`config.mk`:
```
export PLATFORM = sky130hd
export DESIGN_NAME = sorted_min_priority_queue_core
export DESIGN_NICKNAME = d
export VERILOG_FILES = /design/src/sv/spq_pkg.sv /design/src/sv/spq_ctrl.sv /design/src/sv/spq_datapath.sv /design/src/sv/sorted_min_priority_queue_core.sv
export SDC_FILE = /design/constraint.sdc
export NUM_CORES = 1
export LEC_CHECK = 0
export BUFFER_PORTS_ARGS = -buffer_cell sky130_fd_sc_hd__buf_2
export CAP_MARGIN = 20
export CORE_MARGIN = 2
export CORE_UTILIZATION = 55
export CTS_BUF_LIST = sky130_fd_sc_hd__clkbuf_4 sky130_fd_sc_hd__clkbuf_8 sky130_fd_sc_hd__clkbuf_16
export DETAILED_ROUTE_END_ITERATION = 10
export HOLD_SLACK_MARGIN = 0.12
export PLACE_DENSITY_LB_ADDON = 0.3
export SETUP_SLACK_MARGIN = 0.4
export SKIP_LAST_GASP = 1
export SYNTH_ARGS = -nofsm -noshare
export SYNTH_HDL_FRONTEND = slang
export SYNTH_SLANG_ARGS = --single-unit
```
`constraint.sdc`:
```
create_clock -name clk_i -period 7.1 [get_ports clk_i]
set_input_delay 0.71 -clock clk_i [delete_from_list [all_inputs] [get_ports clk_i]]
set_output_delay 0.71 -clock clk_i [all_outputs]
set_load 0.01 [all_outputs]
```
`src/sv/spq_pkg.sv`:
```
// ----------------------------------------------------------------------------
// spq_pkg: shared definitions for the sorted min-priority queue.
// Operation and status codes, default depth and controller commands.
// ----------------------------------------------------------------------------
`timescale 1ns / 1ps

package spq_pkg;

  localparam int unsigned QueueDepthDefault = 8;

  localparam int unsigned ValueW  = 32;
  localparam int unsigned StatusW = 2;
  localparam int unsigned CountOutW = 4;

  localparam logic OpEnqueue = 1'b0;
  localparam logic OpDequeue = 1'b1;

  localparam logic [StatusW-1:0] StatusDone  = 2'd0;
  localparam logic [StatusW-1:0] StatusFull  = 2'd1;
  localparam logic [StatusW-1:0] StatusEmpty = 2'd2;

  localparam logic signed [ValueW-1:0] EmptyValue = -32'sd1;

  typedef struct packed {
    logic capture;
    logic commit;
  } dp_cmd_t;

endpackage

```
`src/sv/spq_ctrl.sv`:
```
// ----------------------------------------------------------------------------
// spq_ctrl: handshake controller for the sorted min-priority queue.
// Captures one operation, then commits it once the result register is free.
// ----------------------------------------------------------------------------
`timescale 1ns / 1ps

module spq_ctrl (
  input  logic            clk_i,
  input  logic            rst_ni,
  input  logic            in_valid_i,
  output logic            in_ready_o,
  output logic            out_valid_o,
  input  logic            out_ready_i,
  output spq_pkg::dp_cmd_t cmd_o
);

  localparam logic StIdle = 1'b0;
  localparam logic StExec = 1'b1;

  logic state_q, state_d;
  logic out_valid_q, out_valid_d;
  logic out_free;

  assign out_free = !out_valid_q || out_ready_i;

  always_comb begin
    state_d     = state_q;
    out_valid_d = out_valid_q && !out_ready_i;
    cmd_o.capture = 1'b0;
    cmd_o.commit  = 1'b0;
    unique case (state_q)
      StIdle: begin
        if (in_valid_i) begin
          cmd_o.capture = 1'b1;
          state_d = StExec;
        end
      end
      StExec: begin
        if (out_free) begin
          cmd_o.commit = 1'b1;
          out_valid_d  = 1'b1;
          state_d      = StIdle;
        end
      end
      default: begin
        state_d = StIdle;
      end
    endcase
  end

  always_ff @(posedge clk_i or negedge rst_ni) begin
    if (!rst_ni) begin
      state_q     <= StIdle;
      out_valid_q <= 1'b0;
    end else begin
      state_q     <= state_d;
      out_valid_q <= out_valid_d;
    end
  end

  assign in_ready_o  = (state_q == StIdle);
  assign out_valid_o = out_valid_q;

endmodule

```
`src/sv/spq_datapath.sv`:
```
// ----------------------------------------------------------------------------
// spq_datapath: sorted store, entry count and result register.
// A row of compare-and-shift cells inserts or removes an entry at commit.
// ----------------------------------------------------------------------------
`timescale 1ns / 1ps

module spq_datapath #(
  parameter int unsigned QUEUE_DEPTH = spq_pkg::QueueDepthDefault
) (
  input  logic                                clk_i,
  input  logic                                rst_ni,
  input  spq_pkg::dp_cmd_t                    cmd_i,
  input  logic                                op_i,
  input  logic signed [spq_pkg::ValueW-1:0]   value_i,
  output logic [spq_pkg::StatusW-1:0]         status_o,
  output logic signed [spq_pkg::ValueW-1:0]   out_value_o,
  output logic [spq_pkg::CountOutW-1:0]       count_after_o
);

  localparam int unsigned CntW = $clog2(QUEUE_DEPTH + 1);

  logic                               op_q;
  logic signed [spq_pkg::ValueW-1:0]  value_q;
  logic signed [spq_pkg::ValueW-1:0]  store_q [QUEUE_DEPTH];
  logic signed [spq_pkg::ValueW-1:0]  store_d [QUEUE_DEPTH];
  logic [CntW-1:0]                    count_q, count_d;
  logic [QUEUE_DEPTH-1:0]             keep;
  logic                               is_full, is_empty;
  logic [spq_pkg::StatusW-1:0]        status_q, status_d;
  logic signed [spq_pkg::ValueW-1:0]  out_value_q, out_value_d;
  logic [spq_pkg::CountOutW-1:0]      count_after_q;

  assign is_full  = (count_q == CntW'(QUEUE_DEPTH));
  assign is_empty = (count_q == '0);

  // A cell keeps its entry when it is occupied and not greater than the new value.
  for (genvar k = 0; k < QUEUE_DEPTH; k++) begin : g_cell
    assign keep[k] = (CntW'(k) < count_q) && !(store_q[k] > value_q);

    if (k == 0) begin : g_head
      always_comb begin
        if (op_q == spq_pkg::OpDequeue) begin
          store_d[k] = (QUEUE_DEPTH > 1) ? store_q[1] : store_q[k];
        end else if (keep[k]) begin
          store_d[k] = store_q[k];
        end else begin
          store_d[k] = value_q;
        end
      end
    end else if (k == QUEUE_DEPTH - 1) begin : g_tail
      always_comb begin
        if (op_q == spq_pkg::OpDequeue) begin
          store_d[k] = store_q[k];
        end else if (keep[k]) begin
          store_d[k] = store_q[k];
        end else if (keep[k-1]) begin
          store_d[k] = value_q;
        end else begin
          store_d[k] = store_q[k-1];
        end
      end
    end else begin : g_mid
      always_comb begin
        if (op_q == spq_pkg::OpDequeue) begin
          store_d[k] = store_q[k+1];
        end else if (keep[k]) begin
          store_d[k] = store_q[k];
        end else if (keep[k-1]) begin
          store_d[k] = value_q;
        end else begin
          store_d[k] = store_q[k-1];
        end
      end
    end
  end

  always_comb begin
    count_d     = count_q;
    status_d    = spq_pkg::StatusDone;
    out_value_d = '0;
    if (op_q == spq_pkg::OpEnqueue) begin
      if (is_full) begin
        status_d = spq_pkg::StatusFull;
      end else begin
        count_d = count_q + CntW'(1);
      end
    end else begin
      if (is_empty) begin
        status_d    = spq_pkg::StatusEmpty;
        out_value_d = spq_pkg::EmptyValue;
      end else begin
        out_value_d = store_q[0];
        count_d     = count_q - CntW'(1);
      end
    end
  end

  always_ff @(posedge clk_i or negedge rst_ni) begin
    if (!rst_ni) begin
      count_q <= '0;
    end else if (cmd_i.commit) begin
      count_q <= count_d;
    end
  end

  always_ff @(posedge clk_i) begin
    if (cmd_i.capture) begin
      op_q    <= op_i;
      value_q <= value_i;
    end
    if (cmd_i.commit) begin
      status_q      <= status_d;
      out_value_q   <= out_value_d;
      count_after_q <= spq_pkg::CountOutW'(count_d);
      if (!(op_q == spq_pkg::OpEnqueue && is_full) &&
          !(op_q == spq_pkg::OpDequeue && is_empty)) begin
        for (int unsigned k = 0; k < QUEUE_DEPTH; k++) begin
          store_q[k] <= store_d[k];
        end
      end
    end
  end

  assign status_o      = status_q;
  assign out_value_o   = out_value_q;
  assign count_after_o = count_after_q;

endmodule

```
`src/sv/sorted_min_priority_queue_core.sv`:
```
// ----------------------------------------------------------------------------
// sorted_min_priority_queue_core: bounded min-priority queue, ascending store.
// An operation is captured, then committed once the result register is free;
// the result is registered at that commit. A new operation is not accepted
// until the current one commits; all cells compare and shift in the commit cycle.
// Reset: the entry count and handshake state clear; stored values do not.
// ----------------------------------------------------------------------------
`timescale 1ns / 1ps

module sorted_min_priority_queue_core #(
  parameter int unsigned QUEUE_DEPTH = spq_pkg::QueueDepthDefault
) (
  input  logic                                clk_i,
  input  logic                                rst_ni,
  input  logic                                in_valid_i,
  output logic                                in_ready_o,
  input  logic                                op_i,
  input  logic signed [spq_pkg::ValueW-1:0]   value_i,
  output logic                                out_valid_o,
  input  logic                                out_ready_i,
  output logic [spq_pkg::StatusW-1:0]         status_o,
  output logic signed [spq_pkg::ValueW-1:0]   out_value_o,
  output logic [spq_pkg::CountOutW-1:0]       count_after_o
);

  spq_pkg::dp_cmd_t cmd;

  spq_ctrl u_ctrl (
    .clk_i       (clk_i),
    .rst_ni      (rst_ni),
    .in_valid_i  (in_valid_i),
    .in_ready_o  (in_ready_o),
    .out_valid_o (out_valid_o),
    .out_ready_i (out_ready_i),
    .cmd_o       (cmd)
  );

  spq_datapath #(
    .QUEUE_DEPTH (QUEUE_DEPTH)
  ) u_datapath (
    .clk_i         (clk_i),
    .rst_ni        (rst_ni),
    .cmd_i         (cmd),
    .op_i          (op_i),
    .value_i       (value_i),
    .status_o      (status_o),
    .out_value_o   (out_value_o),
    .count_after_o (count_after_o)
  );

endmodule
```
==> metrics.md, run 1 <==
| Metric | Value |
|---|---|
| Clk slew on worst S/H paths | 60 ps |
| Synth Warn # | 0 |
| Global-route wire length before repair | 102,000 um |
| Prevailing post-synth register cell | edfxtp_1 |
| Worst EP arrival | between 4000 and 5000 ps |
| Initial core utilization | between 50% and 60% |
| Die width | about 200 um |
| Iter 0 DRT Violations | 2,107 |
| Vias in the first global route | between 15,000 and 20,000 |
| Final period utilization | between 60 and 70% |
| CP endpoint kind | flip-flop |
| Fraction of layout cells with a size suffix above 1 | ~11% |
| CP Max Fanout | 18 |
| Slew HR | 13.2% |
| Maximum VDD drop | 0.425 mV |
| H-tree depth | 2 |
| Slowest CP cell | a211oi_4 |
| Finished Layout Cells | around 2,600 |
| Hold Violations, Final | 0 |
| Top layer in use | met5 |
| DRC Markers | 0 |
| Full die area | 40,300 um^2 |
| Post-Syn Area per Cell | between 10 and 15 um^2 |
| Worst path bufs/invs | 2 |
| Clock net sink count | 333 |
| Metal-1 WL | 30,000 um |
| Commonest non-fill, non-tap cell in the layout | edfxtp_1 |
| Worst slew pin tran | between 1000 and 1500 ps |
| RSZ-0062 raised after global routing | no |
| TritonCTS clock tree | built |
| Startpoint Class | flip-flop |
| PortBufs | 76 |
| FP Rows | 72 |
| Cell family with most CP delay | compound AO/OA/AOI/OAI gates |
| Met2 wire len | 29,000 um |
| Post-Syn Area | 21,300 um^2 |
| CP max stage delay | 980 ps |
| I/O Pins | 77 |
| Clock share of power | 15.8% |
| Leakage | around 9.6 nW |
| Final wirelength | 68,100 um |
| Vias per cell | 6.51 |
| Reg power frac | 34.8% |
| Most frequent cells in the layout | edfxtp_1 (327), ha_1 (259), nand2_1 (251), o21ai_0 (249), mux2i_1 (161) |
| Gp weighted congestion | 0.978 |
| Worst hold slack | 312 ps |
| Min Tclk post-route | between 4000 and 5000 ps |
| Pins Over Slew Limit | 0 |
| Core region area | 38,400 um^2 |
| Cell Chain, Critical Path | inv_1, ha_1, nand4_1, nor4_1, nand2b_1, o41ai_1, a211oi_4, buf_4, o21ai_0, a31oi_1 |
| Post-synth EDFFs | 327 |
| Dpl cells | 2,505 |
| GRT overflow | 0 |
| Area grow syn2layout | 10.4% |
| Status | completed |
| Post-route antenna net violation count | 0 |
| Switching power | 5.85 mW |
| Post-Synthesis Cells | 1,981 |
| Wire per inst | 26.5 um |
| Total negative slack | 0 ps |
| CP Data Required Time | 7510 ps |
| DP Wirelength | 46,300 um |
| Synth Net Count | 2,277 |
| Drt first pass iters | 5 |
| Async set or reset register ratio after synthesis | under 10% |
| Crit Path Class | reg -> reg |
| F_max | about 220 MHz |
| Switch share | between 40% and 50% |
| Clock Path Buffers | 3 |
| Post-synth cell types | 56 |
| Met3 WL | 6710 um |
| GRT Overall Usage | 33.8% |
| Vias | 16,700 |
| Setup Buffers After CTS | 0 |
| Skew-Pair Late Insertion Delay | around 570 ps |
| Comb power frac | 49.5% |
| Yosys reg bits | 333 |
| Final setup viols | 0 |
| Int Power | 7.08 mW |
| Antenna diodes | 0 |
| Largest net degree at the start of global routing | 271 |
| Initial antenna violation count | 3 |
| Hold crit path type | in -> reg |
| Pwr Density | 551 nW/um^2 |
| Clock Tree Root | clkbuf_16 |
| Filler cells | 3,158 |
| Die height | 201 um |
| Final Skew | 15.3 ps |
| Max_cap viols | 0 |
| Share of the yosys chip area belonging to registers | 46.9% |
| Fin nets | 2,325 |
| CTS Buf Count | 38 |
[sequential cells by signal (all words and copies together) (netlist names)]
register                  flops
u_datapath.store_q          256
u_datapath.out_value_o       32
u_datapath.value_q           32
u_datapath.count_after_o      4
u_datapath.count_q            4
u_datapath.status_o           2
u_ctrl.out_valid_o            1
u_ctrl.state_q                1
u_datapath.op_q               1
[worst paths after layout]
check	start	end	slack (ps)	depth (start not counted)
worst max-delay path	u_datapath.value_q[31]$_DFFE_PP_	u_datapath.store_q[3][16]$_DFFE_PP_	2540	10
max in group asynchronous	rst_ni	u_datapath.count_q[1]$_DFFE_PN0P_	6430	2
min in group asynchronous	rst_ni	u_datapath.count_q[0]$_DFFE_PN0P_	510	2
worst max register to register	u_datapath.value_q[31]$_DFFE_PP_	u_datapath.store_q[3][16]$_DFFE_PP_	2540	10
worst min register to register	u_ctrl.out_valid_o$_DFF_PN0_	u_ctrl.out_valid_o$_DFF_PN0_	500	2
worst min-delay path	value_i[12]	u_datapath.value_q[12]$_DFFE_PP_	310	1
[synth_stat cells, types with 4 or more instances]
cell type	instances	share of area [%]
a211oi_1	10	0.35
a21boi_0	6	0.21
ha_1	259	15
o211ai_1	8	0.28
dfrtp_1	6	0.71
or3_1	6	0.18
nor3_1	10	0.24
nand2_1	251	4.4
nor2_1	132	2.3
o21ai_0	249	5.9
a21oi_1	113	2.7
o21ai_1	7	0.16
nand4_1	51	1.5
o211ai_2	6	0.35
nand3_1	53	1.2
a21o_1	13	0.46
nand2b_1	7	0.21
a211o_1	4	0.16
and3_1	8	0.24
a2bb2oi_1	6	0.25
nor4_1	14	0.41
o21a_1	9	0.32
nor2b_1	10	0.29
a31oi_1	35	1.0
inv_1	51	0.90
clkbuf_1	70	1.2
mux2_4	29	2.0
buf_4	15	0.53
edfxtp_1	327	46
and4_1	6	0.25
mux2_2	8	0.42
mux2i_1	161	7.6
[worst reg2reg max path, cell delays in order, from the launching register on]
cell	delay [ps]
edfxtp_1	460
inv_1	230
ha_1	530
nand4_1	260
nor4_1	730
nand2b_1	200
o41ai_1	130
a211oi_4	980
buf_4	470
o21ai_0	180
a31oi_1	240
[metrics by stage]
stage / util [%] / power, mW / setup slack [ps] / cell area [um^2]
after global placement: 57.8 / 10.5 / 2840 / 22200
after detailed placement: 57.8 / 10.7 / 2740 / 22200
after CTS: 61.1 / 12.7 / 2760 / 23400
after floorplan: - / 8.30 / 2190 / 21300
final: 61.2 / 12.9 / 2540 / 23500
after global routing: 61.2 / 13.5 / 2580 / 23500
[per-layer routing]
layer  up-vias  GRT usage (%)
li1       7557              -
met1      8129           49.4
met2       921           49.5
met3       135           6.67
met4         4           13.1
met5         -              0
[final cells by class]
cell class	instances	area [um^2]	area share, %
Clock buffer	45	1060	4.50
Clock inverter	21	205	0.874
Inverter	52	196	0.837
Multi-Input combinational cell	1504	10800	46.0
Sequential cell	333	9970	42.5
Tap cell	518	648	2.76
Timing Repair Buffer	100	596	2.54
[power by group through the flow]
| stage | clock [mW] | combinational (mW) | sequential, mW |
|---|---|---|---|
| final | 2.04 | 6.40 | 4.50 |
| after floorplan | 0 | 4.22 | 4.08 |
| after CTS | 2.06 | 6.24 | 4.44 |
| after global routing | 2.13 | 6.85 | 4.55 |
| after detailed placement | 0 | 6.20 | 4.46 |
| after global placement | 0 | 6.08 | 4.45 |
[repair_timing]
action	CTS	global route
resized for setup	0	0
hold buffers	1	0
hold endpoints to repair	6	0
[logic make-up after synthesis]
kind of cell	count (synthesis)	share of synthesized area, %
flops	333	46.9
buf+inv	144	3.07
xor+xnor	2	0.0824
simple gates	559	11.7
compound gates	486	12.9
mux	198	10.0
fa+ha+maj	259	15.2
(Power assumes the default switching activity.)
==> run 2, diff against run 1 <==
- ABC_AREA: unset -> 1
- clock period: 7.1 -> 3.8 ns (I/O delays scaled with it)
==> metrics.md, run 2 <==
| Metric | Value |
|---|---|
| DRC Markers | 0 |
| Fin nets | about 3,200 |
| Area post-placement | 23,700 um^2 |
| CP Data Required Time | 4060 ps |
| Clock Path Buffers | 3 |
| Synth Net Count | 3,081 |
| Vias in the first global route | roughly 18,000 |
| Post-synthesis mux area share | 0% |
| Vias | approximately 19,000 |
| Post-Synth Adder-Cell Area | around 14% |
| Prevailing post-synth register cell | edfxtp_1 |
| Final period utilization | 84.1% |
| Final setup viols | 0 |
| Worst EP arrival | about 3500 ps |
| Hold Violations, Final | 0 |
| Status | completed |
| Max_cap viols | 0 |
| Min Tclk post-route | 3200 ps |
| Clk slew on worst S/H paths | 60 ps |
| Vias per cell | 5.56 |
| Fin worst setup slack | about 600 ps |
| Clock net sink count | 333 |
| Post-synthesis simple-gate area fraction | 28.1% |
| Drt first pass iters | 6 |
| Maximum VDD drop | 0.828 mV |
| Post-Syn Area | 22,800 um^2 |
| Synth Warn # | 0 |
| Startpoint Class | flip-flop |
| CTS Buf Count | 40 |
| Wire per inst | between 15 and 20 um |
| Crit Path Class | reg -> reg |
| Worst slew pin tran | 1090 ps |
| Hold crit path type | in -> async |
| Pins Over Slew Limit | 0 |
| Final wirelength | ~57,000 um |
| Full die area | between 40,000 and 50,000 um^2 |
| F_max | 313 MHz |
| Number of flip-flops under the largest register name | 256 |
| Async set or reset register ratio after synthesis | under 10% |
| TritonCTS clock tree | built |
| RSZ-0062 raised after global routing | yes |
| Slew HR | 27.2% |
| Yosys reg bits | 333 |
| Biggest register | u_datapath.store_q |
| Iter 0 DRT Violations | 1,913 |
| CP endpoint kind | flip-flop |
| Initial core utilization | 55.8% |
| XOR/XNOR share of the synthesized area | less than 1% |
| Synth top area share | 43.1% |
| Post-Synthesis Cells | 2,785 |
| Gp weighted congestion | around 0.89 |
| PortBufs | 76 |
| Die height | 207 um |
| Worst hold slack | 174 ps |
| Post-synth EDFFs | 327 |
| Largest net degree at the start of global routing | 224 |
| Core region area | 40,800 um^2 |
| DP Wirelength | 41,400 um |
| Share of the yosys chip area belonging to registers | 43.8% |
| Place WS | 475 ps |
| Initial antenna violation count | 0 |
| Compound-Gate Fraction of Synth Area | under 10% |
| Largest family of logic cells by synthesized area | simple AND/OR/NAND/NOR gates |
| Area grow syn2layout | 13.1% |
| Fraction of layout cells with a size suffix above 1 | around a tenth |
| Post-synth cell types | 35 |
| Cell taking the most area after synthesis | edfxtp_1 |
| Post-route antenna net violation count | 0 |
| Antenna diodes | 0 |
| Leakage | roughly 12 nW |
| Top-count cell post-synth | nand2_1 |
| Final Skew | 14.5 ps |
| Post-Layout Inst Area | ~26,000 um^2 |
| Synth top cells by count | nand2_1 (942), nand3_1 (438), edfxtp_1 (327) |
| Skew-Pair Late Insertion Delay | 580 ps |
| FP Rows | 74 |
| GRT Overall Usage | 26.2% |
| Pwr Density | 924 nW/um^2 |
| Commonest non-fill, non-tap cell in the layout | nand2_1 |
| Clock Tree Root | clkbuf_16 |
| Die width | 207 um |
| Total negative slack | 0 ps |
| H-tree depth | 2 |
| I/O Pins | 77 |
| Largest cells by area after synthesis | edfxtp_1 (43%), nand2_1 (16%), ha_1 (14%) |
| Global-route wire length before repair | 92,900 um |
| Most frequent cells in the layout | nand2_1 (942), nand3_1 (438), edfxtp_1 (327), inv_1 (276), ha_1 (259) |
| GRT overflow | 0 |
| CP Max Fanout | 33 |
| Post-Syn Area per Cell | 8.18 um^2 |
run 2: logic make-up (layout without fill, tap and decap cells):
kind of cell    after synthesis  count (layout)
simple gates               1503            1503
buf+inv                     434             583
flops                       333             333
fa+ha+maj                   259             259
compound gates              255             255
xor+xnor                      1               1
run 2: cell type report:
type | instances | area [um^2]
clock inverters | 19 | 224
multi-input cells | 2018 | 11100
repair buffers | 197 | 1460
fillers | 3408 | 15100
clock buffers | 55 | 1130
well taps | 532 | 666
inverters | 312 | 1230
flip-flops and latches | 333 | 9970
run 2: timing repair:
item	in CTS	in global routing
gates cloned	0	0
hold endpoints to repair	41	0
hold buffers	36	0
buffers inserted	0	18
endpoints found under the setup margin	48	302
gates resized for setup	2	28
run 2: layer usage:
layer,part of all wire (%),GRT usage [%],vias to the layer above
li1,-,-,9590
met4,3.2,9.11,0
met3,6.8,3.72,110
met2,46,41.9,668
met1,44,36.5,8916
met5,0,0,-
run 2: path summary, 6_finish.rpt:
check                           slack, ps                        startpoint                                  to  cells past startpoint
worst max register to register        600  u_datapath.value_q[27]$_DFFE_PP_  u_datapath.store_q[1][7]$_DFFE_PP_                     15
worst min-delay path                  170                            rst_ni        u_ctrl.out_valid_o$_DFF_PN0_                      2
worst min register to register        520      u_ctrl.out_valid_o$_DFF_PN0_        u_ctrl.out_valid_o$_DFF_PN0_                      2
worst max-delay path                  600  u_datapath.value_q[27]$_DFFE_PP_  u_datapath.store_q[1][7]$_DFFE_PP_                     15
min in group clk_i                    510                        value_i[8]     u_datapath.value_q[8]$_DFFE_PP_                      2
max in group asynchronous            3470                            rst_ni   u_datapath.count_q[2]$_DFFE_PN0P_                      2
run 2: power breakdown:
group | internal [mW] | total [mW] | switching, mW
registers | 6.67 | 7.94 | 1.27
logic | 3.95 | 11.9 | 7.90
clock network | 2.43 | 4.00 | 1.57
total | 13.0 | 23.8 | 10.7
run 2: worst max-delay path: stages (launching register included):
cell,delay (ps)
edfxtp_1,360
clkinv_1,250
buf_4,260
buf_4,160
ha_1,300
nand2_1,80
nor2_1,150
nand2_1,100
nor4_2,200
nand2_1,120
nand3_1,100
nand3_2,150
nand2_8,210
o21ai_0,100
inv_1,90
buf_4,250
run 2: stage by stage:
| step | total power, mW | util [%] | cells |
|---|---|---|---|
| finish | 23.8 | 63.0 | 3466 |
| global route | 25.8 | 63.0 | 3466 |
| CTS | 23.5 | 62.3 | 3448 |
| detailed placement | 19.4 | 58.1 | 3338 |
| global placement | 18.7 | 58.1 | 3338 |
| floorplan | 16.4 | - | 2785 |
